**config.mk**
```make
export PLATFORM = sky130hd
export DESIGN_NAME = wildcard_byte_pattern_scanner_core
export DESIGN_NICKNAME = d
export VERILOG_FILES = /design/src/design/wbps_pkg.sv /design/src/design/wbps_cell.sv /design/src/design/wildcard_byte_pattern_scanner_core.sv
export SDC_FILE = /design/constraint.sdc
export NUM_CORES = 1
export LEC_CHECK = 0
export BUFFER_PORTS_ARGS = -buffer_cell sky130_fd_sc_hd__buf_4
export CAP_MARGIN = 20
export CORE_MARGIN = 3
export CORE_UTILIZATION = 52
export CTS_CLUSTER_DIAMETER = 60
export DETAILED_ROUTE_END_ITERATION = 8
export GPL_TIMING_DRIVEN = 0
export HOLD_SLACK_MARGIN = 0.03
export PLACE_DENSITY = 0.75
export SYNTH_ARGS = -nofsm -noshare
export SYNTH_HDL_FRONTEND = slang
export SYNTH_SLANG_ARGS = --single-unit
```
**constraint.sdc**
```tcl
create_clock -name aclk -period 13.4 [get_ports aclk]
set_clock_uncertainty 0.2 [all_clocks]
set_input_delay 1.34 -clock aclk [delete_from_list [all_inputs] [get_ports aclk]]
set_output_delay 1.34 -clock aclk [all_outputs]
set_load 0.1 [all_outputs]
```
**src/design/wbps_pkg.sv**
```systemverilog
// Package for the wildcard byte pattern scanner.
// Holds sizing constants, register index codes and the types shared by the cell row and top level.
// No dependencies.
package wbps_pkg;

    // Window depth and byte counter width.
    localparam int MAX_PATTERN = 16;
    localparam int OFFSET_BITS = 32;

    // The pattern registers carry sixteen bytes; the usable length is the smaller limit.
    localparam int REG_BYTES = 16;
    localparam int EFF_MAX   = (MAX_PATTERN < REG_BYTES) ? MAX_PATTERN : REG_BYTES;
    localparam int PIDX_W    = $clog2(REG_BYTES);
    localparam int LEN_W     = 5;
    localparam int REGION_W  = 16;
    localparam int OUT_OFS_W = 32;
    localparam int CFG_W     = 64;
    localparam int CFG_IDX_W = 2;

    // Register index codes on the configuration port.
    localparam logic [CFG_IDX_W-1:0] REG_PAT_LO   = 2'd0;
    localparam logic [CFG_IDX_W-1:0] REG_PAT_HI   = 2'd1;
    localparam logic [CFG_IDX_W-1:0] REG_WILDCARD = 2'd2;
    localparam logic [CFG_IDX_W-1:0] REG_LENGTH   = 2'd3;

    // Per-word control handed to every cell.
    typedef struct packed {
        logic shift;
        logic clr;
    } cell_ctrl_t;

    // Compare status from one cell.
    typedef struct packed {
        logic ok;
        logic fixed;
    } cell_stat_t;

endpackage

```
**src/design/wbps_cell.sv**
```systemverilog
// One window cell of the scanner: holds one byte of the sliding window and compares
// the byte it is about to take against its selected pattern byte.
// Depends on wbps_pkg.
module wbps_cell import wbps_pkg::*; (
    input  logic       aclk,
    input  logic       aresetn,
    input  cell_ctrl_t ctrl,
    input  logic [7:0] d_in,
    input  logic [7:0] pat_byte,
    input  logic       wild,
    input  logic       in_use,
    output logic [7:0] d_out,
    output cell_stat_t stat
);

    logic [7:0] byte_reg;

    // The window shifts by one cell per accepted word and clears at region end.
    always_ff @(posedge aclk) begin
        if (!aresetn) begin
            byte_reg <= 8'd0;
        end else if (ctrl.shift) begin
            byte_reg <= ctrl.clr ? 8'd0 : d_in;
        end
    end

    assign d_out = byte_reg;

    // The incoming byte is this cell's content once the window has shifted.
    assign stat.ok    = !in_use || wild || (d_in == pat_byte);
    assign stat.fixed = in_use && !wild;

endmodule

```
**src/design/wildcard_byte_pattern_scanner_core.sv**
```systemverilog
// Top level of the wildcard byte pattern scanner.
// Depends on wbps_pkg and wbps_cell.
//
// Usage: bytes enter on the s_ channel, one word per byte: s_tdata is the byte,
// s_tlast marks the last byte of a region and s_tuser the last byte of the scan.
// The pattern, its wildcard mask and its length are written on the cfg_ port
// while the block is idle. Each scan gives at most one word on the m_ channel:
// m_tuser is 1 for the first match and 0 for a scan that ended without one;
// m_tdata carries the region number and the offset of the match start.
// Throughput is one byte per cycle while the skid register is empty: a row of
// window cells shifts and compares all pattern positions in the same cycle the
// byte is accepted. Each result is registered in the output or skid register.
// The result side has an output register and a one-word skid register; while
// the receiver stalls, s_tready stays high until the skid register is taken,
// then drops until the output frees up. Reset (aresetn low, synchronous) clears
// the window, the counters, the result valid flags and the configuration
// (length 1, all other registers zero).
module wildcard_byte_pattern_scanner_core import wbps_pkg::*; (
    input  logic                 aclk,
    input  logic                 aresetn,
    // Configuration write port.
    input  logic                 cfg_we,
    input  logic [CFG_IDX_W-1:0] cfg_index,
    input  logic [CFG_W-1:0]     cfg_data,
    // Input byte stream.
    input  logic                 s_tvalid,
    output logic                 s_tready,
    input  logic [7:0]           s_tdata,   // [7:0] data_byte
    input  logic                 s_tlast,   // end_of_region
    input  logic                 s_tuser,   // end_of_scan
    // Result stream.
    output logic                 m_tvalid,
    input  logic                 m_tready,
    output logic [47:0]          m_tdata,   // [15:0] region_number, [47:16] match_offset
    output logic                 m_tuser    // found
);

    localparam logic [OFFSET_BITS-1:0] COUNT_MAX  = '1;
    localparam logic [REGION_W-1:0]    REGION_MAX = '1;

    // Configuration registers.
    logic [CFG_W-1:0]     pat_lo_reg;
    logic [CFG_W-1:0]     pat_hi_reg;
    logic [REG_BYTES-1:0] wild_reg;
    logic [LEN_W-1:0]     len_reg;

    // Scan state.
    logic [OFFSET_BITS-1:0] count_reg;
    logic [REGION_W-1:0]    region_reg;
    logic                   reported_reg;

    // Result output and skid registers.
    logic                   m_valid_reg;
    logic                   m_found_reg;
    logic [47:0]            m_data_reg;
    logic                   skid_valid_reg;
    logic                   skid_found_reg;
    logic [47:0]            skid_data_reg;

    logic                   accept;
    logic [LEN_W-1:0]       eff_len;
    logic [2*CFG_W-1:0]     pat_bits;
    logic [OFFSET_BITS-1:0] count_next;
    logic [OFFSET_BITS-1:0] ofs_full;
    logic [OFFSET_BITS+OUT_OFS_W-1:0] ofs_ext;
    logic                   enough;
    logic                   all_ok;
    logic                   any_fixed;
    logic                   hit;
    logic                   miss;
    logic                   res_valid;
    logic [47:0]            res_data;
    logic                   out_free;

    cell_ctrl_t             ctrl;
    cell_stat_t             stat   [MAX_PATTERN];
    logic [7:0]             chain  [MAX_PATTERN+1];
    logic [MAX_PATTERN-1:0] ok_vec;
    logic [MAX_PATTERN-1:0] fixed_vec;

    // Configuration writes.
    always_ff @(posedge aclk) begin
        if (!aresetn) begin
            pat_lo_reg <= '0;
            pat_hi_reg <= '0;
            wild_reg   <= '0;
            len_reg    <= LEN_W'(1);
        end else if (cfg_we) begin
            unique case (cfg_index)
                REG_PAT_LO:   pat_lo_reg <= cfg_data;
                REG_PAT_HI:   pat_hi_reg <= cfg_data;
                REG_WILDCARD: wild_reg   <= cfg_data[REG_BYTES-1:0];
                REG_LENGTH:   len_reg    <= cfg_data[LEN_W-1:0];
                default:      ;
            endcase
        end
    end

    // Length in use, clamped to the window depth.
    assign eff_len  = (len_reg > LEN_W'(EFF_MAX)) ? LEN_W'(EFF_MAX) : len_reg;
    assign pat_bits = {pat_hi_reg, pat_lo_reg};

    assign accept     = s_tvalid && s_tready;
    assign ctrl.shift = accept;
    assign ctrl.clr   = s_tlast || s_tuser;
    assign chain[0]   = s_tdata;

    // Row of window cells; cell k compares against pattern byte eff_len-1-k.
    for (genvar k = 0; k < MAX_PATTERN; k++) begin : g_cell
        logic [LEN_W-1:0]  pidx_full;
        logic [PIDX_W-1:0] pidx;
        logic              in_use;

        assign in_use    = int'(eff_len) > k;
        assign pidx_full = LEN_W'(eff_len - LEN_W'(1) - LEN_W'(k));
        assign pidx      = pidx_full[PIDX_W-1:0];

        wbps_cell u_cell (
            .aclk     (aclk),
            .aresetn  (aresetn),
            .ctrl     (ctrl),
            .d_in     (chain[k]),
            .pat_byte (pat_bits[pidx*8 +: 8]),
            .wild     (wild_reg[pidx]),
            .in_use   (in_use),
            .d_out    (chain[k+1]),
            .stat     (stat[k])
        );

        assign ok_vec[k]    = stat[k].ok;
        assign fixed_vec[k] = stat[k].fixed;
    end

    // Match decision for the byte being accepted.
    assign all_ok     = &ok_vec;
    assign any_fixed  = |fixed_vec;
    assign count_next = (count_reg == COUNT_MAX) ? count_reg : count_reg + OFFSET_BITS'(1);
    assign enough     = count_next >= OFFSET_BITS'(eff_len);
    assign ofs_full   = count_next - OFFSET_BITS'(eff_len);
    assign ofs_ext    = {{OUT_OFS_W{1'b0}}, ofs_full};

    assign hit  = accept && !reported_reg && (eff_len != '0) && enough && all_ok && any_fixed;
    assign miss = accept && s_tuser && !reported_reg && !hit;

    assign res_valid = hit || miss;
    assign res_data  = hit ? {ofs_ext[OUT_OFS_W-1:0], region_reg} : 48'd0;

    // Region and scan bookkeeping.
    always_ff @(posedge aclk) begin
        if (!aresetn) begin
            count_reg    <= '0;
            region_reg   <= '0;
            reported_reg <= 1'b0;
        end else if (accept) begin
            if (s_tuser) begin
                count_reg    <= '0;
                region_reg   <= '0;
                reported_reg <= 1'b0;
            end else if (s_tlast) begin
                count_reg    <= '0;
                reported_reg <= reported_reg || hit;
                if (region_reg != REGION_MAX) begin
                    region_reg <= region_reg + REGION_W'(1);
                end
            end else begin
                count_reg    <= count_next;
                reported_reg <= reported_reg || hit;
            end
        end
    end

    // Output register with a one-word skid register behind it.
    assign out_free = !m_valid_reg || m_tready;
    assign s_tready = !skid_valid_reg;

    always_ff @(posedge aclk) begin
        if (!aresetn) begin
            m_valid_reg    <= 1'b0;
            skid_valid_reg <= 1'b0;
        end else if (out_free) begin
            if (skid_valid_reg) begin
                m_valid_reg    <= 1'b1;
                skid_valid_reg <= 1'b0;
            end else begin
                m_valid_reg <= res_valid;
            end
        end else if (res_valid) begin
            skid_valid_reg <= 1'b1;
        end
    end

    // Result payload follows the same steering as the valid bits.
    always_ff @(posedge aclk) begin
        if (out_free) begin
            if (skid_valid_reg) begin
                m_found_reg <= skid_found_reg;
                m_data_reg  <= skid_data_reg;
            end else if (res_valid) begin
                m_found_reg <= hit;
                m_data_reg  <= res_data;
            end
        end else if (res_valid) begin
            skid_found_reg <= hit;
            skid_data_reg  <= res_data;
        end
    end

    assign m_tvalid = m_valid_reg;
    assign m_tuser  = m_found_reg;
    assign m_tdata  = m_data_reg;

endmodule

```
==> flow_summary.yaml <==
run_status:
  status: "complete, no violations"
floorplanning:
  start_util_pct: 53.0
  fp.dieW_um: 239
  fp.coreArea_mm2: 0.0531
  rows: 84
  dieArea_mm2: 0.0569
  die_y_um: 239
  ios: 132
sta:
  timing.final.ws_setup_ps: 2310
  relSlewSlack_pct: 11.4
  finalSetupTns_ps: 0
  worst_pin_slew_ps: 1320
  period_needed_ps: 11090
  finalSetupViolations: 0
  hold_slack_ps: 307
  drv_slew: 0
  hold_viol_final: 0
  max_freq_mhz: 90.2
  finalCritPeriodShare_pct: 82.8
  rsz0062_at_grt: "no"
yosys:
  synth-seq-cells: 418
  syn_area_per_cell_um2: 9.02
  dominantRegCellSynth: "dfxtp_1"
  synth_nets: 3220
  async_flop_share_pct: 0
  ys.warnings.count: 0
  syn_inst: 3119
  seq_area_frac_synth_pct: 33.2
  synth.cell_area_mm2: 0.0281
  synth_edf_count: 98
  synth_cell_types: 94
placement:
  dp_slack_ps: 2770
  dp_hpwl_um: 102000
  io_buffer_count: 129
  place_inst: 3939
  gp_congestion: 1.15
clocking:
  clk_latency_ps: 600
  cts-resized-gates: 0
  holdBufCountCts: 0
  cts.clk_slew.worst_paths_ps: 60
  htreeDepth: 2
  cts.sinks: 418
  clock-root-buffer: "clkbuf_16"
  clockBufferDepth: 3
  cts_setup_buffers: 0
  cts_tree: "done"
  cts_made_buffers: 46
cells_and_area:
  drive_gt1_share_pct: 13.0
  layout_common_cells: "445 x nand2_1, 320 x dfxtp_1, 259 x mux2i_1"
  area_delta_synth_final_pct: 12.2
  layout_commonest_cell: "nand2_1"
  layout.nets: 3400
  fin_util_pct: 59.4
  finalNonFillerCells: 4026
  largest_register_ffs: 120
critical_path:
  slowest_delay_ps: 850
  reg2regPathDepth: 25
  cp_slowest_cell: "buf_1"
  end_kind: "flip-flop"
  critPathTopFamily: "buffers and inverters"
  startpoint: "len_reg[4]$_SDFFE_PN0P_"
  worstPathMaxFanout: 28
  r2r_slack_ps: 2310
  required_ps: 13480
  r2r_start: "len_reg[4]$_SDFFE_PN0P_"
  cp-start-kind: "flip-flop"
  cp_common_cell: "clkbuf_1"
  setup.worst_path.class: "flip-flop to flip-flop"
  critPathBufInv: 11
  r2r_end: "skid_data_reg[20]$_DFFE_PP_"
  arrival_ps: 11170
route:
  drc: 0
  final_antenna_net_count: 0
  drt-vias-per-instance: 6.79
  vias: 27300
  routed_wirelength_um: 128000
  wl_per_cell_um: 31.7
  drtIter0Drc: 3400
  dr.pass1.iters: 6
grt:
  grt_max_degree: 31
  grt_overflow: 0
  grt_pass1_wl_um: 180000
  grtUsageTotal_pct: 43.5
  antenna_found_initial: 4
  first_global_vias: 25900
pwr:
  swShare_pct: 34.2
  p_int_mw: 2.35
  p_sw_mw: 1.22
  power_frac_seq_pct: 39.1
  pwr-share-comb_pct: 25.5
  p_leak_nw: 11.1
  clkPwrFrac_pct: 35.4
  powerDensity_mw_per_mm2: 113
  irDropWorstVdd_mv: 0.0942
flow_run:
  drv_cap: 0
worst_hold_path:
  hold_path_startpoint: "region_reg[15]$_SDFFE_PN0P_"
  min_path_cells: 2
  min_path_type: "flip-flop to flip-flop"
  min_to: "region_reg[15]$_SDFFE_PN0P_"
power by group through the flow:
| stage | clock (mW) | sequential, mW | combinational, mW |
|---|---|---|---|
| final | 1.27 | 1.40 | 0.912 |
| after global routing | 1.32 | 1.39 | 0.937 |
| after CTS | 1.27 | 1.39 | 0.886 |
| after detailed placement | 0 | 1.42 | 0.884 |
| after global placement | 0 | 1.42 | 0.866 |
| after floorplan | 0 | 1.54 | 0.451 |
how the worst max path moves through the flow:
stage	to	slack [ps]	depth (start not counted)
detailed placement	skid_data_reg[23]$_DFFE_PP_	2770	25
finish	skid_data_reg[20]$_DFFE_PP_	2310	25
global route	skid_data_reg[20]$_DFFE_PP_	2280	25
floorplan	skid_data_reg[0]$_DFFE_PP_	3150	25
CTS	skid_data_reg[24]$_DFFE_PP_	2740	25
global placement	skid_data_reg[22]$_DFFE_PP_	-1720	22
final cells by class:
type / instances / area (um^2)
Clock inverter: 17 / 209
Clock buffer: 67 / 1280
Antenna cell: 3 / 7.51
Buffer: 258 / 1130
Inverter: 52 / 195
Tap cell: 688 / 861
Sequential cell: 418 / 9350
Timing Repair Buffer: 132 / 1040
Fill cell: 4592 / 21500
Multi-Input combinational cell: 2391 / 17500
routing by layer:
layer	vias to the layer above	GRT usage [%]	routed length, um
met5	-	0	32
met4	4	31.2	11500
met3	560	12.1	13900
met2	1782	69.4	56500
met1	13200	50.6	45800
li1	11800	-	-
logic make-up after synthesis:
group	synth area share (%)
AND/OR/NAND/NOR	18.6
AO/OA/AOI/OAI	18.3
flip-flops	33.2
multiplexers	18.0
buffers and inverters	4.72
XOR/XNOR	6.20
adder cells (fa/ha/maj)	0.916
cell usage after synthesis (19+ instances only):
cell type | number | area share (%)
nor2b_1 | 172 | 3.8
o21ai_0 | 114 | 2.0
buf_2 | 43 | 0.77
nor2_1 | 153 | 2.0
nand4_1 | 35 | 0.78
a21boi_0 | 146 | 3.9
xor2_1 | 64 | 2.0
nand3_1 | 42 | 0.75
o22ai_1 | 40 | 0.89
and3b_1 | 23 | 0.72
nor3_1 | 42 | 0.75
edfxtp_1 | 98 | 10
o211ai_1 | 21 | 0.56
clkbuf_1 | 159 | 2.1
nor3b_1 | 22 | 0.59
mux4_2 | 91 | 7.3
buf_1 | 34 | 0.45
mux2i_1 | 259 | 9.2
a22oi_1 | 159 | 4.2
dfxtp_1 | 320 | 23
a211oi_1 | 40 | 1.1
a21oi_1 | 66 | 1.2
inv_1 | 47 | 0.63
mux2_2 | 35 | 1.4
xnor2_1 | 132 | 4.1
ha_1 | 19 | 0.85
nand2_1 | 445 | 5.9
tightest hold or removal path: stages (launching register included):
cell,delay [ps]
dfxtp_1,330
o21ai_0,70
a21oi_1,60
stage by stage:
step / instance area (um^2) / power (mW)
5_1_grt: 31500 / 3.65
3_5_place_dp: 30100 / 2.30
4_1_cts: 31500 / 3.55
3_3_place_gp: 30000 / 2.29
2_1_floorplan: 28100 / 1.99
6_report: 31500 / 3.57
Note: power is estimated with default switching activity, not from simulation.
